==> src/design/sirt_pkg.sv <==
// Shared types, codes and constants of the interval reservation table.
// Used by sirt_ctrl, sirt_mem, the top level and the checker; no dependencies.
package sirt_pkg;

  localparam int CAPACITY_DEF = 16;
  localparam int TW = 12;            // stored time width
  localparam int RW = 16;            // room tag width
  localparam int NW = 5;             // reported entry count width
  localparam logic [TW-1:0] TIME_MAX = 12'd2399;

  typedef enum logic [1:0] {
    REQ_INSERT = 2'd0,
    REQ_REMOVE = 2'd1,
    REQ_FIND   = 2'd2
  } req_t;

  typedef enum logic [2:0] {
    ST_OK      = 3'd0,
    ST_EARLY   = 3'd1,
    ST_LATE    = 3'd2,
    ST_ORDER   = 3'd3,
    ST_OVERLAP = 3'd4,
    ST_FULL    = 3'd5,
    ST_EMPTY   = 3'd6,
    ST_MISSING = 3'd7
  } status_t;

  typedef enum logic [2:0] {
    S_IDLE,
    S_SCAN,
    S_SHIFT_UP,
    S_SHIFT_DN,
    S_FINISH
  } state_t;

  typedef struct packed {
    logic [TW-1:0] start_tm;
    logic [TW-1:0] stop_tm;
    logic [RW-1:0] room;
  } entry_t;

  typedef struct packed {
    status_t       status;
    logic [TW-1:0] found_end;
    logic [RW-1:0] found_room;
    logic [NW-1:0] entry_count;
  } res_t;

  function automatic status_t range_code(input logic signed [12:0] t);
    status_t code;
    if (t < 13'sd0) begin
      code = ST_EARLY;
    end else if (t > $signed({1'b0, TIME_MAX})) begin
      code = ST_LATE;
    end else begin
      code = ST_OK;
    end
    return code;
  endfunction

endpackage

==> src/design/sirt_mem.sv <==
// Entry memory of the reservation table: one write port, one read port,
// read data registered. Uses sirt_pkg::entry_t.
module sirt_mem #(
  parameter int DEPTH = sirt_pkg::CAPACITY_DEF,
  parameter int AW    = $clog2(sirt_pkg::CAPACITY_DEF)
) (
  input  logic             clk,
  input  logic             wr_en,
  input  logic [AW-1:0]    wr_addr,
  input  sirt_pkg::entry_t wr_data,
  input  logic             rd_en,
  input  logic [AW-1:0]    rd_addr,
  output sirt_pkg::entry_t rd_data
);

  sirt_pkg::entry_t mem [DEPTH];

  always_ff @(posedge clk) begin
    if (wr_en) begin
      mem[wr_addr] <= wr_data;
    end
  end

  always_ff @(posedge clk) begin
    if (rd_en) begin
      rd_data <= mem[rd_addr];
    end
  end

endmodule

==> src/design/sirt_ctrl.sv <==
// Request sequencer: checks a request, walks the entry memory one entry per
// cycle for overlap or lookup, then shifts entries to insert or close a gap.
// Depends on sirt_pkg; drives sirt_mem.
module sirt_ctrl #(
  parameter int CAPACITY = sirt_pkg::CAPACITY_DEF,
  parameter int AW       = $clog2(sirt_pkg::CAPACITY_DEF)
) (
  input  logic                 clk,
  input  logic                 rst,
  input  logic                 in_valid,
  output logic                 in_ready,
  input  logic [1:0]           in_req,
  input  logic signed [12:0]   in_begin,
  input  logic signed [12:0]   in_end,
  input  logic [15:0]          in_room,
  output logic                 res_valid,
  input  logic                 res_ready,
  output sirt_pkg::res_t       res,
  output logic                 mem_wr_en,
  output logic [AW-1:0]        mem_wr_addr,
  output sirt_pkg::entry_t     mem_wr_data,
  output logic                 mem_rd_en,
  output logic [AW-1:0]        mem_rd_addr,
  input  sirt_pkg::entry_t     mem_rd_data
);

  localparam int CW = $clog2(CAPACITY + 1);

  sirt_pkg::state_t state, state_next;
  sirt_pkg::req_t   op, op_next;
  logic [sirt_pkg::TW-1:0] bt, bt_next, et, et_next;
  logic [sirt_pkg::RW-1:0] room, room_next;
  logic [CW-1:0] count, count_next;
  logic [CW-1:0] idx, idx_next;
  logic [CW-1:0] pos, pos_next;
  logic          chk_vld, chk_vld_next;
  logic [AW-1:0] chk_idx, chk_idx_next;
  sirt_pkg::status_t rstat, rstat_next;
  logic [sirt_pkg::TW-1:0] rend, rend_next;
  logic [sirt_pkg::RW-1:0] rroom, rroom_next;

  logic              in_fire;
  logic              acc_go;
  sirt_pkg::status_t acc_stat;
  sirt_pkg::status_t b_code, e_code;
  logic              overlap, match, hit, scan_end, up_place, is_full;
  logic [CW-1:0]     up_dec;

  assign in_ready  = (state == sirt_pkg::S_IDLE);
  assign in_fire   = in_valid && in_ready;
  assign res_valid = (state == sirt_pkg::S_FINISH);

  assign b_code = sirt_pkg::range_code(in_begin);
  assign e_code = sirt_pkg::range_code(in_end);

  assign overlap  = !((mem_rd_data.stop_tm <= bt) || (mem_rd_data.start_tm >= et));
  assign match    = (mem_rd_data.start_tm == bt);
  assign hit      = chk_vld && ((op == sirt_pkg::REQ_INSERT) ? overlap : match);
  assign scan_end = (idx == count);
  assign up_dec   = idx - CW'(1);
  assign up_place = chk_vld ? !(mem_rd_data.start_tm > bt) : (pos == '0);
  assign is_full  = (count == CW'(CAPACITY));

  // Checks that need no table access.
  always_comb begin
    acc_go   = 1'b0;
    acc_stat = sirt_pkg::ST_OK;
    unique case (in_req)
      sirt_pkg::REQ_INSERT: begin
        priority if (b_code != sirt_pkg::ST_OK) begin
          acc_stat = b_code;
        end else if (e_code != sirt_pkg::ST_OK) begin
          acc_stat = e_code;
        end else if (in_begin >= in_end) begin
          acc_stat = sirt_pkg::ST_ORDER;
        end else begin
          acc_go = 1'b1;
        end
      end
      sirt_pkg::REQ_REMOVE, sirt_pkg::REQ_FIND: begin
        priority if (b_code != sirt_pkg::ST_OK) begin
          acc_stat = b_code;
        end else if (count == '0) begin
          acc_stat = sirt_pkg::ST_EMPTY;
        end else begin
          acc_go = 1'b1;
        end
      end
      default: begin
        acc_stat = sirt_pkg::ST_MISSING;
      end
    endcase
  end

  // Next state.
  always_comb begin
    state_next = state;
    unique case (state)
      sirt_pkg::S_IDLE: begin
        if (in_fire) begin
          state_next = acc_go ? sirt_pkg::S_SCAN : sirt_pkg::S_FINISH;
        end
      end
      sirt_pkg::S_SCAN: begin
        if (hit) begin
          state_next = (op == sirt_pkg::REQ_REMOVE) ? sirt_pkg::S_SHIFT_DN
                                                    : sirt_pkg::S_FINISH;
        end else if (scan_end) begin
          state_next = (op == sirt_pkg::REQ_INSERT && !is_full) ? sirt_pkg::S_SHIFT_UP
                                                                : sirt_pkg::S_FINISH;
        end
      end
      sirt_pkg::S_SHIFT_UP: begin
        if (up_place) begin
          state_next = sirt_pkg::S_FINISH;
        end
      end
      sirt_pkg::S_SHIFT_DN: begin
        if (scan_end && !chk_vld) begin
          state_next = sirt_pkg::S_FINISH;
        end
      end
      sirt_pkg::S_FINISH: begin
        if (res_ready) begin
          state_next = sirt_pkg::S_IDLE;
        end
      end
      default: begin
        state_next = sirt_pkg::S_IDLE;
      end
    endcase
  end

  // Datapath and memory controls. Reads run ahead of writes in the walk
  // direction, so a read never sees an entry rewritten by the same request;
  // the finish cycle keeps the last write clear of the next request's reads.
  always_comb begin
    op_next      = op;
    bt_next      = bt;
    et_next      = et;
    room_next    = room;
    count_next   = count;
    idx_next     = idx;
    pos_next     = pos;
    chk_vld_next = chk_vld;
    chk_idx_next = chk_idx;
    rstat_next   = rstat;
    rend_next    = rend;
    rroom_next   = rroom;
    mem_wr_en    = 1'b0;
    mem_wr_addr  = pos[AW-1:0];
    mem_wr_data  = mem_rd_data;
    mem_rd_en    = 1'b0;
    mem_rd_addr  = idx[AW-1:0];
    unique case (state)
      sirt_pkg::S_IDLE: begin
        if (in_fire) begin
          op_next      = sirt_pkg::req_t'(in_req);
          bt_next      = in_begin[sirt_pkg::TW-1:0];
          et_next      = in_end[sirt_pkg::TW-1:0];
          room_next    = in_room;
          idx_next     = '0;
          chk_vld_next = 1'b0;
          rstat_next   = acc_stat;
          rend_next    = '0;
          rroom_next   = '0;
        end
      end
      sirt_pkg::S_SCAN: begin
        if (!scan_end) begin
          mem_rd_en    = 1'b1;
          idx_next     = idx + CW'(1);
          chk_vld_next = 1'b1;
          chk_idx_next = idx[AW-1:0];
        end else begin
          chk_vld_next = 1'b0;
        end
        if (hit) begin
          if (op == sirt_pkg::REQ_INSERT) begin
            rstat_next = sirt_pkg::ST_OVERLAP;
          end else if (op == sirt_pkg::REQ_FIND) begin
            rend_next  = mem_rd_data.stop_tm;
            rroom_next = mem_rd_data.room;
          end else begin
            // close the gap: copy down from the entry after the hit
            pos_next     = CW'(chk_idx);
            idx_next     = CW'(chk_idx) + CW'(1);
            chk_vld_next = 1'b0;
          end
        end else if (scan_end) begin
          if (op != sirt_pkg::REQ_INSERT) begin
            rstat_next = sirt_pkg::ST_MISSING;
          end else if (is_full) begin
            rstat_next = sirt_pkg::ST_FULL;
          end else begin
            pos_next     = count;
            idx_next     = count;
            chk_vld_next = 1'b0;
          end
        end
      end
      sirt_pkg::S_SHIFT_UP: begin
        mem_rd_addr = up_dec[AW-1:0];
        if (idx != '0) begin
          mem_rd_en    = 1'b1;
          idx_next     = up_dec;
          chk_vld_next = 1'b1;
        end else begin
          chk_vld_next = 1'b0;
        end
        if (up_place) begin
          mem_wr_en   = 1'b1;
          mem_wr_data = '{start_tm: bt, stop_tm: et, room: room};
          count_next  = count + CW'(1);
        end else if (chk_vld) begin
          // later begin: move it up one slot
          mem_wr_en = 1'b1;
          pos_next  = pos - CW'(1);
        end
      end
      sirt_pkg::S_SHIFT_DN: begin
        if (!scan_end) begin
          mem_rd_en    = 1'b1;
          idx_next     = idx + CW'(1);
          chk_vld_next = 1'b1;
        end else begin
          chk_vld_next = 1'b0;
        end
        if (chk_vld) begin
          mem_wr_en = 1'b1;
          pos_next  = pos + CW'(1);
        end else if (scan_end) begin
          count_next = count - CW'(1);
        end
      end
      sirt_pkg::S_FINISH: begin
      end
      default: begin
      end
    endcase
  end

  always_ff @(posedge clk) begin
    if (rst) begin
      state   <= sirt_pkg::S_IDLE;
      count   <= '0;
      chk_vld <= 1'b0;
    end else begin
      state   <= state_next;
      count   <= count_next;
      chk_vld <= chk_vld_next;
    end
  end

  always_ff @(posedge clk) begin
    op      <= op_next;
    bt      <= bt_next;
    et      <= et_next;
    room    <= room_next;
    idx     <= idx_next;
    pos     <= pos_next;
    chk_idx <= chk_idx_next;
    rstat   <= rstat_next;
    rend    <= rend_next;
    rroom   <= rroom_next;
  end

  assign res = '{status:      rstat,
                 found_end:   rend,
                 found_room:  rroom,
                 entry_count: sirt_pkg::NW'(count)};

endmodule

==> src/design/sorted_interval_reservation_table.sv <==
// Sorted interval reservation table, one request at a time over a two-port entry memory.
// A request rejected on its fields goes straight to the result word. Find scans the stored
// entries; insert scans them and, with no overlap and room left, shifts later entries up;
// remove scans them and, on a hit, shifts the entries after it down. The next request is
// taken the cycle after the result word loads; the memory walk sets each request's duration.
// Reset (rst, synchronous) empties the table: the count clears, entry memory is left as is.
module sorted_interval_reservation_table #(
  parameter int CAPACITY = sirt_pkg::CAPACITY_DEF
) (
  input  logic                clk,
  input  logic                rst,
  input  logic                in_valid,
  output logic                in_ready,
  input  logic [1:0]          req_type,
  input  logic signed [12:0]  begin_time,
  input  logic signed [12:0]  end_time,
  input  logic [15:0]         room_number,
  output logic                out_valid,
  input  logic                out_ready,
  output logic [2:0]          status,
  output logic [11:0]         found_end,
  output logic [15:0]         found_room,
  output logic [4:0]          entry_count
);

  localparam int AW = $clog2(CAPACITY);

  logic             res_valid, res_ready;
  sirt_pkg::res_t   res, out_word;
  logic             mem_wr_en, mem_rd_en;
  logic [AW-1:0]    mem_wr_addr, mem_rd_addr;
  sirt_pkg::entry_t mem_wr_data, mem_rd_data;

  sirt_ctrl #(
    .CAPACITY (CAPACITY),
    .AW       (AW)
  ) u_ctrl (
    .clk         (clk),
    .rst         (rst),
    .in_valid    (in_valid),
    .in_ready    (in_ready),
    .in_req      (req_type),
    .in_begin    (begin_time),
    .in_end      (end_time),
    .in_room     (room_number),
    .res_valid   (res_valid),
    .res_ready   (res_ready),
    .res         (res),
    .mem_wr_en   (mem_wr_en),
    .mem_wr_addr (mem_wr_addr),
    .mem_wr_data (mem_wr_data),
    .mem_rd_en   (mem_rd_en),
    .mem_rd_addr (mem_rd_addr),
    .mem_rd_data (mem_rd_data)
  );

  sirt_mem #(
    .DEPTH (CAPACITY),
    .AW    (AW)
  ) u_mem (
    .clk     (clk),
    .wr_en   (mem_wr_en),
    .wr_addr (mem_wr_addr),
    .wr_data (mem_wr_data),
    .rd_en   (mem_rd_en),
    .rd_addr (mem_rd_addr),
    .rd_data (mem_rd_data)
  );

  // Output word register: load when empty or being drained.
  assign res_ready = !out_valid || out_ready;

  always_ff @(posedge clk) begin
    if (rst) begin
      out_valid <= 1'b0;
    end else if (res_valid && res_ready) begin
      out_valid <= 1'b1;
    end else if (out_ready) begin
      out_valid <= 1'b0;
    end
  end

  always_ff @(posedge clk) begin
    if (res_valid && res_ready) begin
      out_word <= res;
    end
  end

  assign status      = out_word.status;
  assign found_end   = out_word.found_end;
  assign found_room  = out_word.found_room;
  assign entry_count = out_word.entry_count;

endmodule

==> config.mk <==
export PLATFORM = sky130hd
export DESIGN_NAME = sorted_interval_reservation_table
export DESIGN_NICKNAME = d
export VERILOG_FILES = /design/src/design/sirt_pkg.sv /design/src/design/sirt_mem.sv /design/src/design/sirt_ctrl.sv /design/src/design/sorted_interval_reservation_table.sv
export SDC_FILE = /design/constraint.sdc
export NUM_CORES = 1
export LEC_CHECK = 0
export BUFFER_PORTS_ARGS = -buffer_cell sky130_fd_sc_hd__buf_2
export CAP_MARGIN = 20
export CORE_MARGIN = 3
export CORE_UTILIZATION = 62
export CTS_CLUSTER_DIAMETER = 150
export CTS_CLUSTER_SIZE = 14
export DETAILED_ROUTE_END_ITERATION = 10
export PLACE_DENSITY = 0.79
export SKIP_CTS_REPAIR_TIMING = 1
export SLEW_MARGIN = 20
export SYNTH_ARGS = -nofsm -noshare
export SYNTH_HDL_FRONTEND = slang
export SYNTH_HIERARCHICAL = 1
export SYNTH_SLANG_ARGS = --single-unit
==> constraint.sdc <==
create_clock -name clk -period 7.1 [get_ports clk]
set_clock_uncertainty 0.2 [all_clocks]
set_input_delay 0.355 -clock clk [delete_from_list [all_inputs] [get_ports clk]]
set_output_delay 0.355 -clock clk [all_outputs]
set_load 0.01 [all_outputs]
; ---- After elaboration in Yosys (flattened, before gate mapping)
; Memory sizes are Yosys's and may differ from the RTL's. A register that Yosys moved wholly into a read port is not among the register bits.
; Index checks and enable logic that the tools add are counted.
[op_classes]
n_reduce_logical = 37
mul = 0
n_mux = 90
bitwise = 1
n_eq_ne = 31
n_div = 0
addsub = 7
shift = 0
n_lt_le_gt_ge = 8
[ops]
columns = op, n
row1 = 5-bit two-way mux, 21
row2 = 40-bit two-way mux, 2
row3 = 16-bit two-way mux, 4
row4 = 3-bit two-way mux, 21
row5 = 12-bit two-way mux, 4
row6 = 16-bit one-hot mux with 2 select lines, 1
row7 = "13-bit > comparator, second input constant", 2
row8 = "13-bit by 1-bit less-than comparator with 1-bit output, second input constant", 2
row9 = 12-bit one-hot mux with 2 select lines, 1
row10 = 1-bit two-way mux, 22
row11 = 5-bit one-hot mux with 4 select lines, 1
row12 = "2-bit by 1-bit != test with 1-bit output, second input constant", 9
row13 = "5-bit by 1-bit adder with 5-bit output, second input constant", 3
row14 = 3-bit one-hot mux with 5 select lines, 1
row15 = 5-bit one-hot mux with 3 select lines, 1
row16 = 5-bit AND reduction, 3
row17 = "5-bit by 1-bit subtractor with 5-bit output, second input constant", 3
row18 = 13-bit greater-or-equal comparator, 1
row19 = 12-bit == test, 1
row20 = 12-bit greater-or-equal comparator, 1
row21 = 12-bit > comparator, 1
row22 = 12-bit <= comparator, 1
row23 = 3-bit one-hot mux with 2 select lines, 2
row24 = 5-bit zero test, 2
row25 = 33 further kinds, 64
[word_totals]
in_bits = 48
latch_bits = 0
ramBits = 640
out_inout_bits = 38
word_cells = 193
rom_bits = 0
reg_bits = 133
n_memories = 1
[memory_table]
columns = memory, words, word_bits, read_ports, rd_clocked_by_memory_dff, write_ports, line
row1 = u_mem.mem, 16, 40, 1, 1, 1, sirt_mem.sv:16  ; sirt_pkg::entry_t mem [DEPTH];

; ---- Depth between registers and ports, before layout
[logic_depth]
ltp_word = 10
ltp_mapped = 13
mapped_depth_nobuf = 11

; ---- Hierarchy
; The synthesis kept the hierarchy.
[modules_own_cells]
columns = module, area_per_inst_um2, instances, cells_each, seq_area_each_um2
row1 = sirt_mem, 25532.0, 1, 1040, 20419.6
row2 = sirt_ctrl, 6269.8, 1, 579, 2792.7
row3 = sorted_interval_reservation_table, 1136.1, 1, 41, 1101.1

; ---- Worst setup path before layout
; No wires, ideal clock.
[synth_timing]
kind = reg-to-reg
start = register u_ctrl.state[0]
end = memory u_mem/mem[0][0] in the netlist's numbering (enable)
stages_incl_launch_ff = 9
synth_period_minus_slack_ns = 5.248
slack_ns = 1.852
setup_time_ns = 0.487
arrival_ns = 4.561
cell_sequence = dfxtp_1 inv_1 nor2_1 nand2_1 inv_1 a21oi_1 nor2_1 or3b_2 nor3_1
[synth_via]
elab_chain_cells = 4
word_cells_on_any_way = 5
[synth_lines]
columns = item, line
row1 = "start, declared", sirt_ctrl.sv:29  ; sirt_pkg::state_t state, state_next;
row2 = "start signal, assigned", sirt_ctrl.sv:245  ; state <= sirt_pkg::S_IDLE;
row3 = "start signal, assigned", sirt_ctrl.sv:249  ; state <= state_next;
row4 = 3-bit by 2-bit == test with 1-bit output, sirt_ctrl.sv:155  ; unique case (state)
row5 = 1-bit one-hot mux with 2 select lines (*), sirt_ctrl.sv:155
row6 = net mem_wr_en, sorted_interval_reservation_table.sv:30  ; logic mem_wr_en, mem_rd_en;
row7 = 1-bit two-way mux (*), sirt_mem.sv:19  ; if (wr_en) begin
row8 = 1-bit two-way mux (not written as such) (*), sirt_mem.sv:20  ; mem[wr_addr] <= wr_data;
row9 = "end, declared", sirt_mem.sv:16
; Mark *: on every way through the listed nets, which the timed path passes. The rest lies on a longest branch.

; ---- Final worst setup path
[layout_timing]
start = register u_ctrl.state[1]
end = register u_mem/rd_data[17] (netlist name)
[layout_via]
word_cells_on_any_way = 6
[layout_rtl]
columns = item, line
row1 = 3-bit by 2-bit == test with 1-bit output, sirt_ctrl.sv:155
row2 = 4-bit two-way mux, sirt_ctrl.sv:155
row3 = net mem_rd_addr[0], sorted_interval_reservation_table.sv:31  ; logic [AW-1:0] mem_wr_addr, mem_rd_addr;
; The timed path passes the listed nets, and every way through them passes these cells.
; A chain may end at the register's enable or synchronous reset.

==> results_dict.tcl <==
set metrics [dict create \
    cp_cell_sequence "inv_2 -> nor2_4 -> nand2_1 -> inv_2 -> ha_1 -> inv_8 -> buf_4 -> mux4_1 -> a22oi_1 -> nand2_1" \
    setup_violations 0 \
    worstPathRequired_ns 7.26 \
    yosysSeqAreaShare_pct 73.8 \
    fin_ws_ns 2.55 \
    drt-vias-per-instance 6.83 \
    synth_area_sq_um 32900 \
    rsz0062_at_grt "no" \
    dieHeight_um 236 \
    fp-row-count 83 \
    track_usage_pct 28.4 \
    post-route-min-period_ns 4.55 \
    postLayoutCoreUtil_pct 70.3 \
    p_clk_share_pct 28.2 \
    design_area_sq_um 36500 \
    worst-path-max-fanout 73 \
    path_buf_inv 4 \
    syn_area_per_cell_sq_um 19.8 \
    dp_slack_ns 2.52 \
    drt_iter0_drc 2009 \
    fin_total_pwr_mw 12.1 \
    drc 0 \
    ios 86 \
    fin_cells 2512 \
    dr_wl_met3_um 7420 \
    hold_path_depth 4 \
    clkSlewWorstSetupHoldPaths_ns 0.07 \
    top_layer "met4" \
    grt_max_degree 161 \
    status "completed" \
    port_buffers 85 \
    hold_class "input pin to flip-flop" \
    fillCellCount 3042 \
    hold_slack_ns 0.0542 \
    sequentialPowerShare_pct 50.3 \
    fin_tns_setup_ns 0 \
    slew_viol_final 0 \
    p_switching_mw 3.39 \
    htreeDepth 3 \
    cpLargestDelayFamily "buffers and inverters" \
    power.internal_mw 8.69 \
    cts_made_buffers 68 \
    start_kind "flip-flop" \
    die_w_um 236 \
    grt-ovfl-total 0 \
    slew_headroom_pct 24.1 \
    path_depth 10 \
    dp_hpwl_um 40400 \
    r2r_cells 10 \
    antenna_found_initial 1 \
    postRouteAntennaNets 0 \
    firstDrtPassIters 5 \
    clkSinkCount 813 \
    via_count 17200 \
    die-area_sq_um 55900 \
    synth_nets 1772 \
    p_sw_share_pct 28.0 \
    dpl_cell_area_sq_um 34200 \
    worst_pin_slew_ns 1.13 \
    drt-met1-wl_um 29800 \
    n_antenna_cell 0 \
    grt_pass1_vias 17600 \
    cts_tree "built" \
    wl_met2_um 39800 \
    placedCellCount 2380 \
    combPwrFrac_pct 21.5 \
    yosys_warnings 6 \
    clockBufferDepth 3 \
    grt_first_pass_wirelength_um 116000 \
    synth_top_flop_cell "edfxtp_1" \
    synth_edf_count 803 \
    core_sq_um 51900 \
    endpoint_kind "flip-flop" \
    yosysUniqueCellTypes 76 \
    cap_violations 0 \
    fmax_mhz 220 \
    drive_above_1_share_pct 20.8 \
    gp_congestion 0.912 \
    async_reset_ff_share_pct 0 \
    post-route-period-util_pct 64.0 \
    critPathSlowestCell "dfxtp_1" \
    power.density_nw_per_um2 331 \
    finalHoldViolCount 0 \
    synthCells 1660 \
    initial_core_util_pct 63.4 \
    root_buffer "clkbuf_16" \
    critical_path.max_stage_delay_ns 0.74 \
    arrival_ns 4.71 \
    ir_worst_vdd_mv 0.368 \
    path_class "flip-flop to flip-flop" \
    ys_ff_latch 813 \
    final_nets 1927 \
    wl_per_cell_um 31.6 \
    clock_latency_ns 0.61 \
    syn2layout_area_growth_pct 10.8 \
    p_leak_nw 12.2 \
    drt-total-wl_um 79400 \
]
## synthesized netlist by cell type (3+ instances only)
library cell / count / area, sq um
and2_1: 3 / 18.8
buf_4: 5 / 37.5
nand2b_1: 7 / 43.8
xor2_1: 7 / 61.3
a31oi_1: 4 / 25.0
a211oi_1: 7 / 52.6
inv_1: 54 / 203
a21oi_1: 34 / 170
o221ai_1: 3 / 26.3
mux2_2: 39 / 439
dfxtp_1: 10 / 200
a21o_1: 8 / 60.1
a211o_1: 3 / 26.3
a311oi_1: 3 / 26.3
mux4_1: 60 / 1580
nand3_1: 9 / 45.0
mux2i_1: 5 / 50.1
ha_1: 62 / 776
a22oi_1: 81 / 608
o211ai_1: 10 / 75.1
nor2b_1: 7 / 43.8
and3_1: 28 / 175
xnor2_1: 14 / 123
nand4_1: 10 / 62.6
mux4_2: 100 / 2250
nor4b_1: 3 / 26.3
buf_2: 17 / 85.1
clkbuf_1: 40 / 150
o21ai_0: 26 / 130
nor3_1: 13 / 65.1
buf_12: 11 / 220
edfxtp_1: 803 / 24100
nand2_1: 75 / 282
nor2_1: 43 / 161
## layout by cell type (no fill, tap or decap), types with 4 or more instances in the layout
master / Yosys / layout
edfxtp_1: 803 / 803
mux4_2: 100 / 100
buf_2: 17 / 85
a22oi_1: 81 / 81
nand2_1: 75 / 75
clkbuf_16: 0 / 71
ha_1: 62 / 62
mux4_1: 60 / 60
inv_1: 54 / 53
dlygate4sd3_1: 0 / 45
mux2_2: 39 / 39
a21oi_1: 34 / 33
buf_4: 5 / 31
nor2_1: 43 / 29
and3_1: 28 / 28
o21ai_0: 26 / 26
nor2_4: 1 / 15
xnor2_1: 14 / 14
clkbuf_1: 40 / 11
dfxtp_1: 10 / 10
nand4_1: 10 / 10
o211ai_1: 10 / 10
nor3_1: 13 / 9
nand3_1: 9 / 9
a21o_1: 8 / 8
xor2_1: 7 / 7
nand2b_1: 7 / 7
a211oi_1: 7 / 7
nor2b_1: 7 / 5
mux2i_1: 5 / 5
nor3_2: 2 / 4
a31oi_1: 4 / 4
## layer usage
layer | track usage, % | vias up
met1 | 39.3 | 8798
met4 | 9.99 | 0
met3 | 5.50 | 173
met5 | 0 | -
li1 | - | 7116
met2 | 46.0 | 1073
## kinds of logic after synthesis
logic type | count (synthesis) | synth area share (%)
muxes | 205 | 13.1
DFF | 813 | 73.8
xor gates and xnor gates | 21 | 0.558
adders and majority gates | 64 | 2.48
AOI/OAI and AO/OA | 201 | 4.28
and+or+nand+nor | 222 | 3.49
buffers and inverters | 134 | 2.24
## flip-flops by register name, indices dropped and copies added (netlist names)
| name | flops |
|---|---|
| u_mem/mem | 640 |
| u_mem/rd_data | 40 |
| found_room | 16 |
| u_ctrl/room | 16 |
| u_ctrl/rroom | 16 |
| found_end | 12 |
| u_ctrl/bt | 12 |
| u_ctrl/et | 12 |
| u_ctrl/rend | 12 |
| entry_count | 5 |
| u_ctrl/count | 5 |
| u_ctrl/idx | 5 |
| u_ctrl/pos | 5 |
| u_ctrl/chk_idx | 4 |
| status | 3 |
| u_ctrl/rstat | 3 |
| u_ctrl/state | 3 |
| u_ctrl/op | 2 |
| out_valid | 1 |
| u_ctrl/chk_vld | 1 |
## tightest hold or removal path: stages
cell and delay (ns):
buf_2 0.11, o21ai_0 0.08, nand2_1 0.07, a31oi_1 0.08
## power by group through the flow
| stage | combinational (mW) | sequential, mW | clock, mW |
|---|---|---|---|
| 2_1_floorplan | 1.87 | 6.08 | 0 |
| 3_3_place_gp | 2.44 | 6.16 | 0 |
| 3_5_place_dp | 2.52 | 6.17 | 0 |
| 4_1_cts | 2.56 | 6.07 | 3.46 |
| 5_1_grt | 2.78 | 6.09 | 3.61 |
| 6_report | 2.60 | 6.07 | 3.41 |
## area by class of cell
type	count	area, sq um	share of cell area (%)
repair buffers	163	1150	3.15
multi-input cells	713	8080	22.1
inverters	56	218	0.597
well taps	680	851	2.33
clock buffers	82	1820	4.98
clock inverters	5	66.3	0.182
flip-flops and latches	813	24300	66.6
## final timing paths
path | slack (ns) | to | startpoint
max | 2.55 | u_mem/rd_data[17]$_DFFE_PP_ | u_ctrl/state[1]$_SDFFE_PP0P_
min | 0.05 | u_ctrl/rstat[1]$_DFFE_PP_ | end_time[12]
max reg2reg | 2.55 | u_mem/rd_data[17]$_DFFE_PP_ | u_ctrl/state[1]$_SDFFE_PP0P_
min reg2reg | 0.22 | found_room[8]$_DFFE_PP_ | u_ctrl/rroom[8]$_SDFFCE_PN0P_
Note: power is estimated with default switching activity, not from simulation.
